<file path="src/design/assert_macros.svh">
// Assertion helpers used by peak_normalize_factor.sv.
`ifndef ASSERT_MACROS_SVH
`define ASSERT_MACROS_SVH

// Same-cycle implication, checked outside reset.
`define ASSERT_IMPLIES(label, clk, rst_n, ante, cons) \
    label: assert property (@(posedge clk) disable iff (!rst_n) (ante) |-> (cons)) \
        else $error("assertion failed: same-cycle implication");

// Next-cycle implication, checked outside reset.
`define ASSERT_NEXT(label, clk, rst_n, ante, cons) \
    label: assert property (@(posedge clk) disable iff (!rst_n) (ante) |=> (cons)) \
        else $error("assertion failed: next-cycle implication");

`endif

</file>
<file path="src/design/pnf_pkg.sv">
`timescale 1ns / 1ps

package pnf_pkg;

    localparam int SAMPLE_BITS    = 24;
    localparam int MAX_TRACES     = 64;
    localparam int GAIN_BITS      = 48;
    localparam int INDEX_BITS     = 6;
    localparam int SCALE_BITS     = 32;
    localparam int SCALE_FRAC     = 16;
    localparam int COUNT_BITS     = $clog2(MAX_TRACES + 1);
    localparam int QUEUE_DEPTH    = 4;
    localparam int QUEUE_PTR_BITS = $clog2(QUEUE_DEPTH);
    localparam int CFG_INDEX_BITS = 1;
    localparam int CFG_DATA_BITS  = 32;
    localparam int DIV_STEP_BITS  = $clog2(GAIN_BITS);

    localparam logic [GAIN_BITS-1:0]  UNITY_GAIN  = GAIN_BITS'(64'd1 << 32);
    localparam logic [SCALE_BITS-1:0] SCALE_RESET = SCALE_BITS'(65536);

    typedef enum logic [1:0] {
        MODE_UNITY       = 2'd0,
        MODE_FIXED       = 2'd1,
        MODE_TRACE_PEAK  = 2'd2,
        MODE_GATHER_PEAK = 2'd3
    } pnf_mode_t;

    localparam logic [CFG_INDEX_BITS-1:0] CFG_MODE  = 1'd0;
    localparam logic [CFG_INDEX_BITS-1:0] CFG_SCALE = 1'd1;

    // One unit of work for the back end: a gain (direct or to be divided)
    // issued to count consecutive trace indexes starting at base.
    typedef struct packed {
        logic                   divide;
        logic [GAIN_BITS-1:0]   value;
        logic [SAMPLE_BITS-1:0] divisor;
        logic [INDEX_BITS-1:0]  base;
        logic [COUNT_BITS-1:0]  count;
        logic                   last;
    } pnf_cmd_t;

endpackage

</file>
<file path="src/design/pnf_in_if.sv">
`timescale 1ns / 1ps

interface pnf_in_if import pnf_pkg::*; ();

    logic                          valid;
    logic                          ready;
    logic signed [SAMPLE_BITS-1:0] sample;
    logic                          trace_end;
    logic                          gather_end;

    modport source (output valid, output sample, output trace_end, output gather_end,
                    input ready);
    modport sink   (input valid, input sample, input trace_end, input gather_end,
                    output ready);

endinterface

</file>
<file path="src/design/pnf_out_if.sv">
`timescale 1ns / 1ps

interface pnf_out_if import pnf_pkg::*; ();

    logic                        valid;
    logic                        ready;
    logic signed [GAIN_BITS-1:0] gain;
    logic [INDEX_BITS-1:0]       trace_index;
    logic                        last;

    modport source (output valid, output gain, output trace_index, output last,
                    input ready);
    modport sink   (input valid, input gain, input trace_index, input last,
                    output ready);

endinterface

</file>
<file path="src/design/pnf_front.sv">
`timescale 1ns / 1ps

module pnf_front import pnf_pkg::*;
(
    input  logic                         clk,
    input  logic                         rst_n,
    pnf_in_if.sink                       samples,
    input  pnf_mode_t                    mode,
    input  logic signed [SCALE_BITS-1:0] fixed_scale,
    output pnf_cmd_t                     cmd,
    output logic                         cmd_push,
    input  logic                         cmd_ready
);

    logic [SAMPLE_BITS-1:0] trace_peak_reg;
    logic [SAMPLE_BITS-1:0] gather_peak_reg;
    logic [COUNT_BITS-1:0]  count_reg;

    logic [SAMPLE_BITS-1:0] mag;
    logic [SAMPLE_BITS-1:0] trace_peak_next;
    logic [SAMPLE_BITS-1:0] gather_peak_next;
    logic [COUNT_BITS-1:0]  count_inc;
    logic [INDEX_BITS-1:0]  idx;
    logic [GAIN_BITS-1:0]   numer;
    logic                   accept;
    logic                   tend;
    logic                   gend;
    logic                   below_max;

    assign samples.ready = cmd_ready;
    assign accept        = samples.valid && cmd_ready;
    assign gend          = samples.gather_end;
    assign tend          = samples.trace_end || samples.gather_end;

    // Most negative sample maps onto 2^(SAMPLE_BITS-1), still exact unsigned.
    assign mag = samples.sample[SAMPLE_BITS-1]
               ? (~samples.sample) + SAMPLE_BITS'(1)
               : samples.sample;

    assign trace_peak_next  = (mag > trace_peak_reg)  ? mag : trace_peak_reg;
    assign gather_peak_next = (mag > gather_peak_reg) ? mag : gather_peak_reg;

    assign below_max = count_reg < COUNT_BITS'(MAX_TRACES);
    assign count_inc = below_max ? count_reg + COUNT_BITS'(1) : count_reg;
    assign idx       = below_max ? INDEX_BITS'(count_reg) : INDEX_BITS'(MAX_TRACES - 1);
    assign numer     = {fixed_scale, {SCALE_FRAC{1'b0}}};

    always_comb
    begin
        cmd.divide  = 1'b0;
        cmd.value   = '0;
        cmd.divisor = '0;
        cmd.base    = idx;
        cmd.count   = COUNT_BITS'(1);
        cmd.last    = gend;
        if (mode == MODE_GATHER_PEAK)
        begin
            // one gain for every trace counted in the gather
            cmd.base    = '0;
            cmd.count   = count_inc;
            cmd.last    = 1'b1;
            cmd.divide  = (gather_peak_next != '0);
            cmd.value   = (gather_peak_next != '0) ? numer : '0;
            cmd.divisor = gather_peak_next;
        end
        else
        begin
            case (mode)
                MODE_UNITY:
                begin
                    cmd.value = UNITY_GAIN;
                end
                MODE_FIXED:
                begin
                    cmd.value = numer;
                end
                MODE_TRACE_PEAK:
                begin
                    cmd.divide  = (trace_peak_next != '0);
                    cmd.value   = (trace_peak_next != '0) ? numer : '0;
                    cmd.divisor = trace_peak_next;
                end
                default:
                begin
                    cmd.value = '0;
                end
            endcase
        end
    end

    assign cmd_push = accept && tend && ((mode != MODE_GATHER_PEAK) || gend);

    always_ff @(posedge clk or negedge rst_n)
    begin
        if (!rst_n)
        begin
            trace_peak_reg  <= '0;
            gather_peak_reg <= '0;
            count_reg       <= '0;
        end
        else if (accept)
        begin
            trace_peak_reg  <= tend ? '0 : trace_peak_next;
            gather_peak_reg <= gend ? '0 : gather_peak_next;
            if (tend)
            begin
                count_reg <= gend ? '0 : count_inc;
            end
        end
    end

endmodule

</file>
<file path="src/design/pnf_queue.sv">
`timescale 1ns / 1ps

module pnf_queue import pnf_pkg::*;
(
    input  logic     clk,
    input  logic     rst_n,
    input  pnf_cmd_t push_cmd,
    input  logic     push,
    output logic     push_ready,
    output pnf_cmd_t head,
    output logic     head_valid,
    input  logic     pop
);

    pnf_cmd_t                  entry_reg [QUEUE_DEPTH];
    logic [QUEUE_PTR_BITS-1:0] wr_ptr_reg;
    logic [QUEUE_PTR_BITS-1:0] rd_ptr_reg;
    logic [QUEUE_PTR_BITS:0]   fill_reg;

    assign push_ready = fill_reg != (QUEUE_PTR_BITS + 1)'(QUEUE_DEPTH);
    assign head_valid = fill_reg != '0;
    assign head       = entry_reg[rd_ptr_reg];

    always_ff @(posedge clk)
    begin
        if (push)
        begin
            entry_reg[wr_ptr_reg] <= push_cmd;
        end
    end

    always_ff @(posedge clk or negedge rst_n)
    begin
        if (!rst_n)
        begin
            wr_ptr_reg <= '0;
            rd_ptr_reg <= '0;
            fill_reg   <= '0;
        end
        else
        begin
            if (push)
            begin
                wr_ptr_reg <= wr_ptr_reg + QUEUE_PTR_BITS'(1);
            end
            if (pop)
            begin
                rd_ptr_reg <= rd_ptr_reg + QUEUE_PTR_BITS'(1);
            end
            if (push && !pop)
            begin
                fill_reg <= fill_reg + (QUEUE_PTR_BITS + 1)'(1);
            end
            else if (pop && !push)
            begin
                fill_reg <= fill_reg - (QUEUE_PTR_BITS + 1)'(1);
            end
        end
    end

endmodule

</file>
<file path="src/design/pnf_back.sv">
`timescale 1ns / 1ps

module pnf_back import pnf_pkg::*;
(
    input  logic     clk,
    input  logic     rst_n,
    input  pnf_cmd_t cmd,
    input  logic     cmd_valid,
    output logic     cmd_pop,
    pnf_out_if.source gains
);

    typedef enum logic [1:0] {
        ST_IDLE,
        ST_DIVIDE,
        ST_EMIT
    } state_t;

    state_t                   state_reg;
    logic [GAIN_BITS-1:0]     quot_reg;
    logic [SAMPLE_BITS-1:0]   rem_reg;
    logic [SAMPLE_BITS-1:0]   div_reg;
    logic                     neg_reg;
    logic [DIV_STEP_BITS-1:0] step_reg;
    logic [INDEX_BITS-1:0]    idx_reg;
    logic [COUNT_BITS-1:0]    left_reg;
    logic                     last_flag_reg;
    logic                     out_valid_reg;
    logic [GAIN_BITS-1:0]     out_gain_reg;
    logic [INDEX_BITS-1:0]    out_index_reg;
    logic                     out_last_reg;

    logic [SAMPLE_BITS:0]   rem_shift;
    logic [SAMPLE_BITS:0]   rem_sub;
    logic                   fits;
    logic                   num_neg;
    logic [GAIN_BITS-1:0]   num_mag;
    logic [GAIN_BITS-1:0]   gain_val;
    logic                   out_free;
    logic                   emit;

    assign cmd_pop  = (state_reg == ST_IDLE) && cmd_valid;
    assign out_free = !out_valid_reg || gains.ready;
    assign emit     = (state_reg == ST_EMIT) && out_free;

    assign num_neg = cmd.value[GAIN_BITS-1];
    assign num_mag = num_neg ? (~cmd.value) + GAIN_BITS'(1) : cmd.value;

    // restoring division, one quotient bit a cycle
    assign rem_shift = {rem_reg, quot_reg[GAIN_BITS-1]};
    assign rem_sub   = rem_shift - {1'b0, div_reg};
    assign fits      = rem_shift >= {1'b0, div_reg};

    assign gain_val = neg_reg ? (~quot_reg) + GAIN_BITS'(1) : quot_reg;

    assign gains.valid       = out_valid_reg;
    assign gains.gain        = out_gain_reg;
    assign gains.trace_index = out_index_reg;
    assign gains.last        = out_last_reg;

    always_ff @(posedge clk or negedge rst_n)
    begin
        if (!rst_n)
        begin
            state_reg     <= ST_IDLE;
            out_valid_reg <= 1'b0;
            quot_reg      <= '0;
            rem_reg       <= '0;
            div_reg       <= '0;
            neg_reg       <= 1'b0;
            step_reg      <= '0;
            idx_reg       <= '0;
            left_reg      <= '0;
            last_flag_reg <= 1'b0;
            out_gain_reg  <= '0;
            out_index_reg <= '0;
            out_last_reg  <= 1'b0;
        end
        else
        begin
            if (emit)
            begin
                out_valid_reg <= 1'b1;
            end
            else if (gains.ready)
            begin
                out_valid_reg <= 1'b0;
            end
            case (state_reg)
                ST_IDLE:
                begin
                    if (cmd_valid)
                    begin
                        idx_reg       <= cmd.base;
                        left_reg      <= cmd.count;
                        last_flag_reg <= cmd.last;
                        rem_reg       <= '0;
                        div_reg       <= cmd.divisor;
                        step_reg      <= DIV_STEP_BITS'(GAIN_BITS - 1);
                        if (cmd.divide)
                        begin
                            quot_reg  <= num_mag;
                            neg_reg   <= num_neg;
                            state_reg <= ST_DIVIDE;
                        end
                        else
                        begin
                            quot_reg  <= cmd.value;
                            neg_reg   <= 1'b0;
                            state_reg <= ST_EMIT;
                        end
                    end
                end
                ST_DIVIDE:
                begin
                    rem_reg  <= fits ? rem_sub[SAMPLE_BITS-1:0] : rem_shift[SAMPLE_BITS-1:0];
                    quot_reg <= {quot_reg[GAIN_BITS-2:0], fits};
                    step_reg <= step_reg - DIV_STEP_BITS'(1);
                    if (step_reg == '0)
                    begin
                        state_reg <= ST_EMIT;
                    end
                end
                ST_EMIT:
                begin
                    if (out_free)
                    begin
                        out_gain_reg  <= gain_val;
                        out_index_reg <= idx_reg;
                        out_last_reg  <= last_flag_reg && (left_reg == COUNT_BITS'(1));
                        idx_reg       <= idx_reg + INDEX_BITS'(1);
                        left_reg      <= left_reg - COUNT_BITS'(1);
                        if (left_reg == COUNT_BITS'(1))
                        begin
                            state_reg <= ST_IDLE;
                        end
                    end
                end
                default:
                begin
                    state_reg <= ST_IDLE;
                end
            endcase
        end
    end

endmodule

</file>
<file path="src/design/peak_normalize_factor.sv">
// Peak normalisation gain: samples stream in one per cycle while the front end tracks
// trace and gather peaks; each trace end (or, in whole-gather mode, each gather end)
// queues one job in a four-entry queue. The back end takes one job at a time from the
// queue, runs it through its bit-serial restoring divider for the peak modes (not for
// unity or fixed gain), then issues one result a cycle while the output is not held
// by back-pressure (one per trace, up to 64 at a gather end). Sample intake holds at
// one per cycle until the queue fills, then stalls until the back end takes a job.
// Configuration is written through cfg_write/cfg_index/cfg_data; the user must write
// it only while the block is idle, as the block itself does not enforce this.
`timescale 1ns / 1ps
`include "assert_macros.svh"

module peak_normalize_factor import pnf_pkg::*;
(
    input  logic                      clk,
    input  logic                      rst_n,
    pnf_in_if.sink                    samples,
    pnf_out_if.source                 gains,
    input  logic                      cfg_write,
    input  logic [CFG_INDEX_BITS-1:0] cfg_index,
    input  logic [CFG_DATA_BITS-1:0]  cfg_data
);

    pnf_mode_t               mode_reg;
    logic [SCALE_BITS-1:0]   scale_reg;

    pnf_cmd_t q_in;
    pnf_cmd_t q_head;
    logic     q_push;
    logic     q_ready;
    logic     q_valid;
    logic     q_pop;

    always_ff @(posedge clk or negedge rst_n)
    begin
        if (!rst_n)
        begin
            mode_reg  <= MODE_UNITY;
            scale_reg <= SCALE_RESET;
        end
        else if (cfg_write)
        begin
            case (cfg_index)
                CFG_MODE:
                begin
                    mode_reg <= pnf_mode_t'(cfg_data[1:0]);
                end
                CFG_SCALE:
                begin
                    scale_reg <= cfg_data[SCALE_BITS-1:0];
                end
                default:
                begin
                    mode_reg <= mode_reg;
                end
            endcase
        end
    end

    pnf_front u_front
    (
        .clk         (clk),
        .rst_n       (rst_n),
        .samples     (samples),
        .mode        (mode_reg),
        .fixed_scale (scale_reg),
        .cmd         (q_in),
        .cmd_push    (q_push),
        .cmd_ready   (q_ready)
    );

    pnf_queue u_queue
    (
        .clk        (clk),
        .rst_n      (rst_n),
        .push_cmd   (q_in),
        .push       (q_push),
        .push_ready (q_ready),
        .head       (q_head),
        .head_valid (q_valid),
        .pop        (q_pop)
    );

    pnf_back u_back
    (
        .clk       (clk),
        .rst_n     (rst_n),
        .cmd       (q_head),
        .cmd_valid (q_valid),
        .cmd_pop   (q_pop),
        .gains     (gains)
    );

    `ASSERT_IMPLIES(a_push_has_room, clk, rst_n, q_push, q_ready)
    `ASSERT_IMPLIES(a_pop_has_entry, clk, rst_n, q_pop, q_valid)
    `ASSERT_IMPLIES(a_push_on_trace_end, clk, rst_n, q_push,
        samples.valid && samples.ready && (samples.trace_end || samples.gather_end))
    `ASSERT_NEXT(a_full_blocks_intake, clk, rst_n, q_valid && !q_pop && !q_ready,
        !q_ready || q_pop)

endmodule
</file>
<file path="src/flat_wrapper.sv">
// flat-port wrapper written by rule: the top's interface ports become plain ports
module peak_normalize_factor_flat import pnf_pkg::*;
  (clk, rst_n, cfg_write, cfg_index, cfg_data, samples_valid, samples_sample, samples_trace_end, samples_gather_end, samples_ready, gains_valid, gains_gain, gains_trace_index, gains_last, gains_ready);
  pnf_in_if samples_i ();
  pnf_out_if gains_i ();
  input  logic clk;
  input  logic rst_n;
  input  logic cfg_write;
  input  logic [CFG_INDEX_BITS-1:0] cfg_index;
  input  logic [CFG_DATA_BITS-1:0] cfg_data;
  input wire logic [$bits(samples_i.valid)-1:0] samples_valid;
  input wire logic [$bits(samples_i.sample)-1:0] samples_sample;
  input wire logic [$bits(samples_i.trace_end)-1:0] samples_trace_end;
  input wire logic [$bits(samples_i.gather_end)-1:0] samples_gather_end;
  output wire logic [$bits(samples_i.ready)-1:0] samples_ready;
  output wire logic [$bits(gains_i.valid)-1:0] gains_valid;
  output wire logic [$bits(gains_i.gain)-1:0] gains_gain;
  output wire logic [$bits(gains_i.trace_index)-1:0] gains_trace_index;
  output wire logic [$bits(gains_i.last)-1:0] gains_last;
  input wire logic [$bits(gains_i.ready)-1:0] gains_ready;
  assign samples_i.valid = samples_valid;
  assign samples_i.sample = samples_sample;
  assign samples_i.trace_end = samples_trace_end;
  assign samples_i.gather_end = samples_gather_end;
  assign samples_ready = samples_i.ready;
  assign gains_valid = gains_i.valid;
  assign gains_gain = gains_i.gain;
  assign gains_trace_index = gains_i.trace_index;
  assign gains_last = gains_i.last;
  assign gains_i.ready = gains_ready;
  peak_normalize_factor u_core (.clk(clk), .rst_n(rst_n), .samples(samples_i), .gains(gains_i), .cfg_write(cfg_write), .cfg_index(cfg_index), .cfg_data(cfg_data));
endmodule
</file>
<file path="config.mk">
export PLATFORM = sky130hd
export DESIGN_NAME = peak_normalize_factor_flat
export DESIGN_NICKNAME = d
export VERILOG_FILES = /design/src/design/pnf_pkg.sv /design/src/design/pnf_in_if.sv /design/src/design/pnf_out_if.sv /design/src/design/pnf_front.sv /design/src/design/pnf_queue.sv /design/src/design/pnf_back.sv /design/src/design/peak_normalize_factor.sv /design/src/flat_wrapper.sv
export VERILOG_INCLUDE_DIRS = /design/src /design/src/design
export SDC_FILE = /design/constraint.sdc
export NUM_CORES = 1
export LEC_CHECK = 0
export BUFFER_PORTS_ARGS = -buffer_cell sky130_fd_sc_hd__buf_2
export CAP_MARGIN = 20
export CORE_ASPECT_RATIO = 0.9
export CORE_MARGIN = 3
export CORE_UTILIZATION = 45
export CTS_CLUSTER_SIZE = 8
export DETAILED_ROUTE_END_ITERATION = 10
export PLACE_DENSITY = 0.67
export SLEW_MARGIN = 20
export SYNTH_ARGS = -nofsm -noshare
export SYNTH_HDL_FRONTEND = slang
export SYNTH_SLANG_ARGS = --single-unit
</file>
<file path="constraint.sdc">
create_clock -name clk -period 4.6 [get_ports clk]
set_input_delay 0.46 -clock clk [delete_from_list [all_inputs] [get_ports clk]]
set_output_delay 0.46 -clock clk [all_outputs]
set_load 0.01 [all_outputs]
</file>
==> results.json, run 1 <==
{
  "status": "complete, no violations",
  "ys_warn_count": 0,
  "critPathArrivalTime_ns": 4.62,
  "p_leak_nw": 12.5,
  "synth_compound_area_share_pct": 12.6,
  "finalClockSkew_ns": 0.0344,
  "grt_setup_unrepaired": "no",
  "start_kind": "input pin",
  "routed_via_density": 5.84,
  "antenna_cells": 0,
  "hp-class": "in2reg",
  "fill_cells": 5024,
  "netlist_area_um2": 27500,
  "worst_slew_pin_slew_ns": 1.05,
  "wl_per_cell_um": 20.5,
  "dpl_worst_slack_ns": -0.237,
  "slew_viol_final": 0,
  "drt_pass1_iterations": 5,
  "synth_fp_nets": 2414,
  "num_vias": 19100,
  "dp_hpwl_mm": 45.3,
  "yosys.area.top_type": "edfxtp_1",
  "max_freq_mhz": 233,
  "synthMuxAreaShare_pct": 10.9,
  "powerDensity_nw_per_um2": 628,
  "synth_seq_area_share_pct": 55.8,
  "path_max_fanout": 32,
  "first_global_vias": 18700,
  "boundaryPins": 121,
  "initial_core_util_pct": 45.7,
  "clkSinkCount": 555,
  "crit_path_end_kind": "flop",
  "clk_latency_ns": 0.62,
  "antenna_left": 0,
  "clk_pin_slew_worst_paths_ns": 0.05,
  "cts-root-buf": "clkbuf_16",
  "grtUsageTotal_pct": 20.9,
  "synth.top_cell.area_share_pct": 31.1,
  "clock_tree.htree_level_count": 3,
  "instances_no_fill": 3266,
  "drc": 0,
  "place_congestion": 0.930,
  "yosys-top-cells-count": "284 x edfxtp_1, 270 x dfrtp_1, 211 x o21ai_0",
  "hold-worst-slack_ns": 0.0781,
  "drt_wl_total_mm": 67.0,
  "dp_cells": 3132,
  "synth_fa_ha_area_share_pct": 4.11,
  "setup_viol": 0,
  "grt_pass1_wl_mm": 105,
  "period_share_pct": 93.1,
  "fin_nets": 2584,
  "synth_xor_area_share_pct": 3.70,
  "ys_types": 87,
  "required_ns": 4.94,
  "die_area_um2": 64000,
  "worst_slack_ns": 0.316,
  "cts.path.max_buffers": 3,
  "synth_top_family_by_area": "compound AO/OA/AOI/OAI gates",
  "grt-ovfl-total": 0,
  "postCtsResizedCells": 0,
  "synthArstFlopShare_pct": 48.8,
  "post-route-min-period_ns": 4.28,
  "finalHoldViolCount": 0,
  "drt_iter0_drc": 1619,
  "multi_input_area_um2": 11300,
  "syn_inst": 2261,
  "drive_above_1_share_pct": 18.7,
  "ys_ff_latch": 555,
  "post_cts_buffers": 0,
  "synth_edf_count": 284,
  "largest_reg_flops": 284,
  "cts_buffers": 79,
  "seqCellArea_um2": 15300,
  "grt_max_degree": 115,
  "syn_to_final_growth_pct": 15.3,
  "cts_tree": "done",
  "numPortBuffers": 120,
  "die_w_um": 266,
  "max-vdd-ir-drop_mv": 0.318,
  "maxSlewHeadroom_pct": 29.4,
  "die_y_um": 240,
  "avgSynthCellArea_um2": 12.1,
  "core_um2": 60100,
  "yosysMostFrequentCell": "edfxtp_1",
  "synth-simple-area-share_pct": 9.69,
  "critPathKind": "in2reg",
  "finalPower_mw": 19.9,
  "row_count": 85,
  "drv_cap": 0,
  "antenna_found_initial": 3,
  "synthTopCellsByArea": "edfxtp_1 31%, dfrtp_1 25%, mux4_2 5.8%",
  "synthFlopType": "edfxtp_1",
  "hold_buffers": 1
}
[worst paths after layout]
check	from	to	slack, ns	depth (start not counted)
worst max-delay path	samples_sample[8]	u_core.u_queue.entry_reg[1][61]	0.32	15
max in group asynchronous	rst_n	u_core.u_back.gains.gain[0]	2.97	3
worst max register to register	u_core.u_back.rem_reg[15]	u_core.u_back.rem_reg[9]	1.09	9
min in group asynchronous	rst_n	u_core.u_back.gains.gain[22]	0.46	2
worst min register to register	u_core.u_back.gains.gain[24]	u_core.u_back.gains.gain[24]	0.47	2
worst min-delay path	cfg_data[27]	u_core.scale_reg[27]	0.08	2
[where the power goes]
group	internal, mW	switching (mW)	total, mW
combinational	2.87	4.25	7.11
sequential	6.53	0.859	7.39
clock	3.26	2.13	5.39
total	12.7	7.23	19.9
[critical path: stages]
cell and delay [ns]:
buf_2 0.11, or3_1 0.40, or4b_2 0.62, o2bb2ai_1 0.25, a21o_1 0.15, ha_1 0.24, a21o_1 0.19, a221o_1 0.32
a221oi_1 0.34, o211ai_1 0.18, o21a_1 0.26, nand4_1 0.14, nand4_1 0.21, buf_12 0.25, a21boi_0 0.47
[layout by cell type (no fill, tap or decap), types with 8 or more instances in the layout]
cell and n:
edfxtp_1 284, dfrtp_1 268, o21ai_0 211, nand2_1 183, buf_2 119, inv_1 100
nor2_1 99, ha_1 87, buf_4 82, clkbuf_16 79, mux4_2 71, mux2i_1 70
a21oi_1 65, xor2_1 64, mux2_2 62, xnor2_1 52, clkbuf_1 47, nand3_1 37
nor3_1 35, o22ai_1 33, a22oi_1 33, nor4_1 28, nand2b_1 24, a21o_1 24
a21boi_0 24, nand4_1 22, o31ai_1 21, a22o_1 18, o41ai_1 16, o21a_1 15
nor2b_1 13, and3_1 13, or3_1 12, a31oi_1 10, or2_2 9, or4_1 8
a21boi_1 8
[logic make-up after synthesis]
group	Yosys count
mux	203
xor+xnor	116
compound gates	542
simple gates	534
flops	555
buf+inv	222
fa+ha+maj	89
[layer usage]
| metal | wire [um] | track usage [%] |
|---|---|---|
| met5 | 20 | 0 |
| met4 | 1540 | 5.98 |
| met3 | 3970 | 3.80 |
| met2 | 30400 | 32.0 |
| met1 | 31100 | 30.6 |
[through the flow]
stage	utilization, %	area (um^2)	setup TNS (ns)
floorplan	-	27500	0
global placement	48.8	29300	-1.00
detailed placement	48.8	29300	-11.07
CTS	52.7	31700	0
global route	52.7	31700	0
finish	52.7	31700	0
[final cells by class]
| type | instances | share of cell area (%) |
|---|---|---|
| Sequential cell | 555 | 48.4 |
| Multi-Input combinational cell | 1484 | 35.8 |
| Clock buffer | 126 | 6.80 |
| Timing Repair Buffer | 208 | 4.22 |
| Tap cell | 783 | 3.09 |
| Inverter | 103 | 1.22 |
| Clock inverter | 7 | 0.522 |
(Power assumes the default switching activity.)
==> inputs of run 2 (changes only) <==
--- a/config.mk
+++ b/config.mk
@@ -6,14 +6,14 @@
 export SDC_FILE = /design/constraint.sdc
 export NUM_CORES = 1
 export LEC_CHECK = 0
-export BUFFER_PORTS_ARGS = -buffer_cell sky130_fd_sc_hd__buf_2
 export CAP_MARGIN = 20
 export CORE_ASPECT_RATIO = 0.9
 export CORE_MARGIN = 3
 export CORE_UTILIZATION = 45
 export CTS_CLUSTER_SIZE = 8
 export DETAILED_ROUTE_END_ITERATION = 10
-export PLACE_DENSITY = 0.67
+export DONT_BUFFER_PORTS = 1
+export PLACE_DENSITY = 0.66
 export SLEW_MARGIN = 20
 export SYNTH_ARGS = -nofsm -noshare
 export SYNTH_HDL_FRONTEND = slang
==> run 2 against run 1 <==
  * The flow now finishes with violations (hold timing)
  * Cell area is 1.4% lower
  * Sequential share of layout area is 0.68 points higher
  * Sequential cell count stayed put
  * Cell count is 3.4% lower
  * Core utilization is 0.73 points lower
  * Global-route usage is 0.12 points lower
  * Clock skew is 0.0034 ns lower
  * Clock power hardly changed
  * Hold slack worse by 0.52 ns
  * Combinational power is 5.5% lower
  * Clock-buffer cell count is 4 higher
  * Via count is 3.0% lower
  * Critical path type unchanged
  * Highest routed layer is now met4
==> results.json, run 2 (synthesis gave the netlist of run 1 again) <==
{
  "post-route-min-period_ns": 4.21,
  "dp_hpwl_mm": 43.8,
  "maxSlewHeadroom_pct": 32.0,
  "grt-ovfl-total": 0,
  "finalSetupTns_ns": 0,
  "met1_usage_pct": 29.4,
  "max_freq_mhz": 237,
  "grtUsageTotal_pct": 20.8,
  "instances_no_fill": 3156,
  "antenna_left": 0,
  "finalHoldViolCount": 271,
  "fin_nets": 2471,
  "met3_usage_pct": 4.48,
  "drt_iter0_drc": 1498,
  "final_common_cell": "edfxtp_1",
  "grt_pass1_wl_mm": 105,
  "path_max_fanout": 32,
  "num_vias": 18500,
  "core_um2": 60100,
  "row_count": 85,
  "gr-usage-met2_pct": 32.4,
  "grt_max_degree": 272,
  "clk_pin_slew_worst_paths_ns": 0.05,
  "grt_setup_unrepaired": "no",
  "routed_via_density": 5.86,
  "start_kind": "input pin",
  "slew_viol_final": 0,
  "violations": "hold timing",
  "hold-worst-slack_ns": -0.437,
  "die_area_um2": 64000,
  "slowest_stage": "a221oi_1",
  "numPortBuffers": 0,
  "initial_core_util_pct": 45.7,
  "wl_per_cell_um": 20.9,
  "place_congestion": 0.903,
  "hold_buffers": 34,
  "critPathKind": "in2reg",
  "required_ns": 4.95,
  "status": "finished with violations",
  "final_util_pct": 52.0,
  "cts.path.max_buffers": 3,
  "dpl_worst_slack_ns": -0.122,
  "first_global_vias": 18500,
  "clk_latency_ns": 0.62,
  "max-vdd-ir-drop_mv": 0.312,
  "antenna_found_initial": 0,
  "period_share_pct": 91.6,
  "antenna_cells": 0,
  "worst_slack_ns": 0.387,
  "boundaryPins": 121,
  "final_cell_mix": "284 x edfxtp_1, 268 x dfrtp_1, 211 x o21ai_0",
  "drt_pass1_iterations": 5,
  "critPathArrivalTime_ns": 4.57,
  "worst_slew_pin_slew_ns": 1.01,
  "dp_cells": 2984,
  "cts_tree": "done",
  "powerDensity_nw_per_um2": 628,
  "setup_viol": 0,
  "drc": 0,
  "drv_cap": 0,
  "clock_tree.htree_level_count": 3,
  "syn_to_final_growth_pct": 13.7,
  "die_y_um": 240,
  "cts-root-buf": "clkbuf_16",
  "drive_above_1_share_pct": 13.4,
  "largest_reg_flops": 284,
  "cts_buffers": 79,
  "drt_wl_total_mm": 66.1,
  "grt-busiest-layer": "met2",
  "crit_path_end_kind": "flop",
  "fill_cells": 4996,
  "finalClockSkew_ns": 0.0310,
  "die_w_um": 266,
  "finalPower_mw": 19.6,
  "hp-class": "in2async",
  "crit_path_max_incr_delay_ns": 0.49,
  "path_cells": "inv_1 -> ha_1 -> nor3b_1 -> nand2b_1 -> o31ai_1 -> xnor2_1 -> ha_1 -> and2_0 -> a221o_1 -> a221oi_1 -> o211ai_1 -> o21a_1 -> nand4_1 -> nand4_1 -> buf_12 -> a21boi_0",
  "p_leak_nw": 12.0,
  "clkSinkCount": 555
}
run 2: timing repair:
item                      in CTS  in global routing
gates resized for setup        0                  0
hold endpoints to repair     316                271
setup buffers                  0                  0
run 2: per-layer routing:
layer	part of all wire (%)	wire, um
met4	2.2	1440
met1	45	29900
met2	46	30200
met3	6.8	4480
met5	0	0
run 2: final cells by class:
cell class	instances	area (um^2)	area share, %
clock buffers	130	2200	7.04
inverters	103	387	1.24
repair buffers	95	890	2.85
multi-input cells	1484	11300	36.3
well taps	783	980	3.14
flip-flops and latches	555	15300	49.0
clock inverters	6	131	0.421
run 2: critical path, delay by kind of cell:
family / cells / cell delay, ns
AO/OA/AOI/OAI: 6 / 1.99
AND/OR/NAND/NOR: 5 / 1.10
adder cells (fa/ha/maj): 2 / 0.48
buffers and inverters: 2 / 0.29
XOR/XNOR: 1 / 0.22
run 2: power by group:
group | leakage, nW | internal (mW) | switching [mW]
Clock | 1.10 | 3.26 | 2.13
Sequential | 6.10 | 6.53 | 0.975
Combinational | 4.81 | 2.74 | 3.98
Total | 12.0 | 12.5 | 7.09
run 2: path summary, 6_finish.rpt:
path	end	startpoint	slack, ns	cells after the start
setup / recovery	u_core.u_queue.entry_reg[1][68]	samples_sample[1]	0.39	16
hold / removal	u_core.u_back.gains.gain[23]	rst_n	-0.44	0
setup reg to reg	u_core.u_queue.fill_reg[1]	u_core.u_queue.fill_reg[0]	0.79	8
hold reg to reg	u_core.u_back.neg_reg	u_core.u_back.neg_reg	0.48	2
max in group asynchronous	u_core.u_queue.rd_ptr_reg[0]	rst_n	4.31	0
min in group clk	u_core.u_front.count_reg[6]	samples_trace_end	0.07	2
run 2: stage by stage:
step           area, um^2  hold slack (ns)
2_1_floorplan       27500            0.164
3_3_place_gp        28500            0.173
3_5_place_dp        28500            0.173
4_1_cts             31200           -0.486
5_1_grt             31200           -0.472
6_report            31200           -0.437
